[config.mk]
export PLATFORM = sky130hd
export DESIGN_NAME = stc_ram
export DESIGN_NICKNAME = d
export VERILOG_FILES = /design/src/hdl/stc_ram.sv
export SDC_FILE = /design/constraint.sdc
export NUM_CORES = 1
export LEC_CHECK = 0
export ABC_AREA = 1
export BUFFER_PORTS_ARGS = -buffer_cell sky130_fd_sc_hd__buf_2
export CAP_MARGIN = 20
export CORE_ASPECT_RATIO = 0.8
export CORE_MARGIN = 4
export CORE_UTILIZATION = 46
export CTS_CLUSTER_DIAMETER = 100
export DETAILED_ROUTE_END_ITERATION = 7
export GPL_TIMING_DRIVEN = 0
export MAX_ROUTING_LAYER = met4
export SYNTH_ARGS = -nofsm -noshare
export SYNTH_HDL_FRONTEND = slang
export SYNTH_SLANG_ARGS = --single-unit
[constraint.sdc]
create_clock -name clock -period 1.6 [get_ports clock]
set_input_delay 0.32 -clock clock [delete_from_list [all_inputs] [get_ports clock]]
set_output_delay 0.32 -clock clock [all_outputs]
set_load 0.02 [all_outputs]
[src/hdl/stc_ram.sv]
`timescale 1ns / 1ps

module stc_ram #(
   parameter int WIDTH = 8,
   parameter int DEPTH = 16,
   localparam int AW = $clog2(DEPTH)
) (
   input  logic             clock,
   input  logic             wr_en,
   input  logic [AW-1:0]    wr_addr,
   input  logic [WIDTH-1:0] wr_data,
   input  logic [AW-1:0]    rd_addr,
   output logic [WIDTH-1:0] rd_data
);
   logic [WIDTH-1:0] mem_ff [DEPTH];
   logic [WIDTH-1:0] rd_data_ff;

   // read returns the word held before a same-cycle write
   always_ff @(posedge clock) begin
      if (wr_en) begin
         mem_ff[wr_addr] <= wr_data;
      end
      rd_data_ff <= mem_ff[rd_addr];
   end

   assign rd_data = rd_data_ff;
endmodule

==> out/results.txt, run 1 <==
status -> completed
WP data arrival -> 1.45 ns
Synth top area share -> 0.667
area occupied by multi-input gates -> 1210 µm²
Synth Area in Compound Gates -> 0
CP required -> 1.64 ns
DRC -> 0
Synth Warn # -> 0
synthesized netlist net count -> 569
Synth Cell Area -> 5770 µm²
RSZ-0062 raised after global routing -> false
clock root buffer -> clkbuf_16
clk slew on worst S/H paths -> 0.06 ns
Setup crit end kind -> flop
Worst VDD drop -> 823 µV
die height -> 108 µm
Pre-antenna DRT Iters -> 5
Area contributors post-synth -> edfxtp_1, nand2_1, nand3_1, inv_1, dfxtp_1
#FFs+latches synth -> 136
largest net degree at the start of global routing -> 17
GRT overflow -> 0
port bufs -> 22
Avg Inst Size Synth -> 10.5 µm²
Final Cycle Share -> 0.882
placed instance count -> 744
diode count -> 0
Total GRT Usage -> 0.216
htree depth -> 4
worst reg-to-reg path cell count -> 6
adder-cell share of the synthesized area -> 0
final hold violations -> 0
dpl ws -> -0.326 ns
simple-gate area share of the yosys netlist -> 0.210
via count -> 3907
max_cap viols -> 0
R2R Path End -> rd_data[5]
clock skew -> 0.00586 ns
worst slew pin tran -> 0.933 ns
Cell Pwr Density -> 1260 nW/µm²
max frequency -> 709 MHz
CTS tree -> built
Post-CTS Setup Bufs -> 0
Initial Utilization -> 0.472
total wire length -> 14.3 mm
I/O Pins -> 26
DRT iter0 DRCs -> 387
mux cell area share after synthesis -> 0
Die X -> 133 µm
Sink Count -> 136
area grow syn2layout -> 15.7%
Slew Viols, Final -> 0
total of fill cells in the finished design -> 1051
worst-skew pair later-pin latency -> 0.42 ns
total core area -> 12200 µm²
vias in the first global route -> 3696
TritonCTS Buffers -> 17
post-DP HPWL -> 9.32 mm
Finished Layout Cells -> 775
largest fanout on the critical path -> 8
Worst Setup SP -> wr_addr[3]
critical path endpoint -> mem_ff[5][6]
routed vias/inst -> 5.04
Routability Congestion -> 0.830
startpoint class of the critical path -> input port
Post-CTS Hold Buffers -> 0
global-route wire length before repair -> 21.8 mm
Yosys cell types -> 12
XOR/XNOR Fraction of Synth Area -> 0
min-delay worst type -> in -> reg
Crit Path Category -> in -> reg
largest family of logic cells by synthesized area -> simple AND/OR/NAND/NOR gates
fin crit period -> 1.41 ns
r2r setup slk -> 0.51 ns
final core occ -> 0.547
DRT antenna net count -> 0
CTS Buffer Depth -> 2
Final Setup Violations -> 0
# rows -> 36
Post-Syn Instances -> 551
fraction of layout instances using a drive strength above 1 -> 0.126
Rel. slew slack -> 0.376
sequential share of the synthesized area -> 0.694
register area -> 4000 µm²
RR Startpoint -> mem_ff[10][5]
wire length per cell -> 18.4 µm
CTS resizes -> 0
Static Leak -> 0.00289 µW
initial antenna violation count -> 0
biggest area consumer among synthesized cells -> edfxtp_1
die area -> 14400 µm²
Min Hold Slack -> 0.311 ns
Final #Nets -> 610
worst setup margin -> 0.189 ns
==> cell usage in the layout, fill, tap and decap left out <==
cell / instances
clkinv_1: 2
buf_2: 35
clkinv_4: 1
buf_4: 4
clkbuf_16: 17
edfxtp_1: 128
inv_2: 2
buf_1: 1
bufinv_16: 3
nand2_1: 173
dfxtp_1: 8
buf_6: 6
nor2_1: 17
inv_1: 100
nand3_1: 97
clkinv_2: 4
clkinvlp_4: 3
nand3b_1: 2
inv_6: 1
==> metrics by stage <==
stage | setup TNS, ns | area [µm²] | total power, µW
finish | 0 | 6670 | 8440
detailed placement | -13.88 | 6090 | 4620
CTS | 0 | 6670 | 8460
floorplan | 0 | 5770 | 4390
global placement | -11.05 | 6090 | 4610
global route | 0 | 6670 | 8680
==> synthesized netlist by cell type <==
cell and count:
nor2_1 17, buf_1 1, nand3b_1 2, dfxtp_1 8, nand2_1 173, buf_2 13
buf_4 4, inv_1 100, inv_2 2, edfxtp_1 128, buf_6 6, nand3_1 97
==> registers in the layout (all words and copies together), names as in the netlist <==
signal,count
mem_ff,128
rd_data,8
==> worst min-delay path by stage <==
stage                       startpoint             to  slack (ns)  cells past startpoint
final                       wr_data[2]   mem_ff[9][2]        0.31                      1
after global routing        wr_data[2]   mem_ff[9][2]        0.30                      1
after CTS                   wr_data[2]  mem_ff[14][2]        0.31                      1
after detailed placement  mem_ff[6][7]     rd_data[7]        0.68                      6
after global placement    mem_ff[6][2]     rd_data[2]        0.69                      6
after floorplan             wr_data[0]   mem_ff[0][0]        0.42                      0
==> cell families after synthesis <==
logic type / after synthesis
buffers and inverters: 126
DFF: 136
and+or+nand+nor: 289
==> layout make-up <==
cell class	count	share of cell area
clock buffers	17	0.0637
multi-input cells	289	0.182
repair buffers	22	0.0165
flip-flops and latches	136	0.600
clock inverters	14	0.0236
well taps	171	0.0321
plain buffers	24	0.0249
inverters	102	0.0574
==> worst max-delay path, cell delays in order <==
cell      delay [ns]
buf_2           0.12
nand3b_1        0.25
nor2_1          0.75
==> per-layer routing <==
metal | track usage | vias up | routed length (µm)
li1 | - | 1854 | -
met1 | 0.304 | 1865 | 6600
met2 | 0.299 | 168 | 6140
met3 | 0.0712 | 20 | 1320
met4 | 0.0646 | 0 | 231
met5 | - | - | 0
==> where the power goes <==
part	internal [µW]	leakage (µW)	switching (µW)
Combinational	153	0.00139	399
Clock	2420	0.000280	1460
Sequential	3980	0.00122	19.5
No activity file was read; power rests on OpenSTA's default activity.
==> run 2: changes to the inputs <==
--- a/config.mk
+++ b/config.mk
@@ -6,13 +6,13 @@
 export NUM_CORES = 1
 export LEC_CHECK = 0
 export ABC_AREA = 1
-export BUFFER_PORTS_ARGS = -buffer_cell sky130_fd_sc_hd__buf_2
 export CAP_MARGIN = 20
 export CORE_ASPECT_RATIO = 0.8
 export CORE_MARGIN = 4
 export CORE_UTILIZATION = 46
 export CTS_CLUSTER_DIAMETER = 100
 export DETAILED_ROUTE_END_ITERATION = 7
+export DONT_BUFFER_PORTS = 1
 export GPL_TIMING_DRIVEN = 0
 export MAX_ROUTING_LAYER = met4
 export SYNTH_ARGS = -nofsm -noshare
==> out/results.txt, run 2 (same netlist as run 1, synthesis figures left out) <==
status -> completed (unchanged)
critical path endpoint -> mem_ff[5][7] (was mem_ff[5][6])
Pre-antenna DRT Iters -> 5 (unchanged)
via count -> 3887 (was 3907)
clock skew -> 0.00757 ns (was 0.00586 ns)
fin crit period -> 1.31 ns (was 1.41 ns)
r2r setup slk -> 0.54 ns (was 0.51 ns)
P_int -> 6390 µW (was 6560 µW)
total wire length -> 14.6 mm (was 14.3 mm)
CTS resizes -> 0 (unchanged)
Comb power frac -> 0.061 (was 0.065)
max frequency -> 765 MHz (was 709 MHz)
Post-CTS Setup Bufs -> 0 (unchanged)
clock share of power -> 0.447 (was 0.460)
max_cap viols -> 0 (unchanged)
Slew Viols, Final -> 0 (unchanged)
area grow syn2layout -> 15.1% (was 15.7%)
port bufs -> 0 (was 22)
DRC -> 0 (unchanged)
final core occ -> 0.544 (was 0.547)
largest reg by FF count -> mem_ff (unchanged)
worst slew pin tran -> 0.956 ns (was 0.933 ns)
R2R Path End -> rd_data[3] (was rd_data[5])
I/O Pins -> 26 (unchanged)
max FFs per register -> 128 (unchanged)
largest fanout on the critical path -> 8 (unchanged)
Final #Nets -> 599 (was 610)
largest net degree at the start of global routing -> 17 (unchanged)
die height -> 108 µm (unchanged)
RR Startpoint -> mem_ff[0][3] (was mem_ff[10][5])
Worst VDD drop -> 932 µV (was 823 µV)
Design Power -> 8210 µW (was 8440 µW)
RSZ-0062 raised after global routing -> false (unchanged)
Routability Congestion -> 0.861 (was 0.830)
routed vias/inst -> 5.08 (was 5.04)
share of total power in sequential cells -> 0.492 (was 0.475)
Final Cycle Share -> 0.817 (was 0.882)
Initial Utilization -> 0.472 (unchanged)
WP data arrival -> 1.34 ns (was 1.45 ns)
clock root buffer -> clkbuf_16 (unchanged)
dpl ws -> -0.116 ns (was -0.326 ns)
Cell Pwr Density -> 1240 nW/µm² (was 1260 nW/µm²)
die area -> 14400 µm² (unchanged)
clk slew on worst S/H paths -> 0.05 ns (was 0.06 ns)
total core area -> 12200 µm² (unchanged)
Setup crit end kind -> flop (unchanged)
most frequent cells in the layout -> nand2_1, edfxtp_1, inv_1, nand3_1 (was nand2_1, edfxtp_1, inv_1, nand3_1, buf_2)
post-DP HPWL -> 9.31 mm (was 9.32 mm)
Static Leak -> 0.00283 µW (was 0.00289 µW)
CP required -> 1.63 ns (was 1.64 ns)
worst setup margin -> 0.293 ns (was 0.189 ns)
final hold violations -> 0 (unchanged)
vias in the first global route -> 3558 (was 3696)
CP Buf/Inv Count -> 0 (was 1)
Die X -> 133 µm (unchanged)
initial antenna violation count -> 1 (was 0)
CTS Buffer Depth -> 2 (unchanged)
Min Hold Slack -> 0.359 ns (was 0.311 ns)
worst-skew pair later-pin latency -> 0.42 ns (about the same)
Total GRT Usage -> 0.218 (was 0.216)
worst path cell trace -> nand3b_1 > nor2_1 (was buf_2 > nand3b_1 > nor2_1)
startpoint class of the critical path -> input port (unchanged)
CTS tree -> built (unchanged)
Psw -> 1820 µW (was 1880 µW)
diode count -> 0 (unchanged)
critical path depth -> 2 (was 3)
DRT antenna net count -> 0 (unchanged)
slowest cell on the critical path -> nor2_1 (unchanged)
switching share of total power -> 0.222 (was 0.223)
cell family with most CP delay -> simple AND/OR/NAND/NOR gates (unchanged)
Worst Setup SP -> wr_addr[3] (unchanged)
# rows -> 36 (unchanged)
TritonCTS Buffers -> 17 (unchanged)
Crit Path Category -> in -> reg (unchanged)
wire length per cell -> 19.1 µm (was 18.4 µm)
GRT overflow -> 0 (unchanged)
setup TNS -> 0 ns (unchanged)
min-delay worst type -> in -> reg (unchanged)
global-route wire length before repair -> 21.8 mm (about the same)
commonest non-fill, non-tap cell in the layout -> nand2_1 (unchanged)
worst reg-to-reg path cell count -> 6 (unchanged)
fraction of layout instances using a drive strength above 1 -> 0.0842 (was 0.126)
htree depth -> 4 (unchanged)
biggest cell delay along the critical path -> 0.77 ns (was 0.75 ns)
Sink Count -> 136 (unchanged)
Final Setup Violations -> 0 (unchanged)
Rel. slew slack -> 0.360 (was 0.376)
DRT iter0 DRCs -> 459 (was 387)
run 2: timing repair:
| action | in CTS | in global routing |
|---|---|---|
| hold endpoints to repair | 118 | 0 |
| setup endpoints to repair | 0 | 0 |
| hold buffers | 11 | 0 |
run 2: metrics by stage:
| stage | area [µm²] | cells |
|---|---|---|
| 3_5_place_dp | 5980 | 722 |
| 6_report | 6640 | 765 |
| 5_1_grt | 6640 | 765 |
| 4_1_cts | 6640 | 765 |
| 2_1_floorplan | 5770 | 551 |
| 3_3_place_gp | 5980 | 722 |
run 2: how the worst min path moves through the flow:
stage	start	to	slack, ns	cells past startpoint
finish	rd_addr[2]	rd_data[0]	0.36	4
global route	rd_addr[2]	rd_data[1]	0.37	4
CTS	rd_addr[2]	rd_data[0]	0.35	4
detailed placement	wr_data[2]	mem_ff[8][2]	0.42	0
global placement	wr_data[2]	mem_ff[8][2]	0.42	0
floorplan	wr_data[0]	mem_ff[0][0]	0.42	0
run 2: final cells by class:
| class | count | area (µm²) |
|---|---|---|
| Clock inverter | 11 | 106 |
| Buffer | 24 | 166 |
| Timing Repair Buffer | 11 | 110 |
| Tap cell | 171 | 214 |
| Multi-Input combinational cell | 289 | 1210 |
| Clock buffer | 21 | 440 |
| Sequential cell | 136 | 4000 |
| Fill cell | 1070 | 5570 |
| Inverter | 102 | 383 |
run 2: metal layers:
| metal | vias to the layer above | part of all wire | global-route usage |
|---|---|---|---|
| met5 | - | 0 | - |
| met4 | 0 | 0.016 | 0.0675 |
| met3 | 17 | 0.10 | 0.0577 |
| met2 | 190 | 0.43 | 0.296 |
| met1 | 1844 | 0.46 | 0.320 |
| li1 | 1836 | - | - |
run 2: power groups by stage:
stage / registers [µW] / clock network (µW) / logic [µW]
global placement: 4110 / 0 / 411
global route: 4040 / 3870 / 550
floorplan: 4110 / 0 / 281
CTS: 4040 / 3700 / 501
detailed placement: 4110 / 0 / 411
finish: 4040 / 3670 / 501
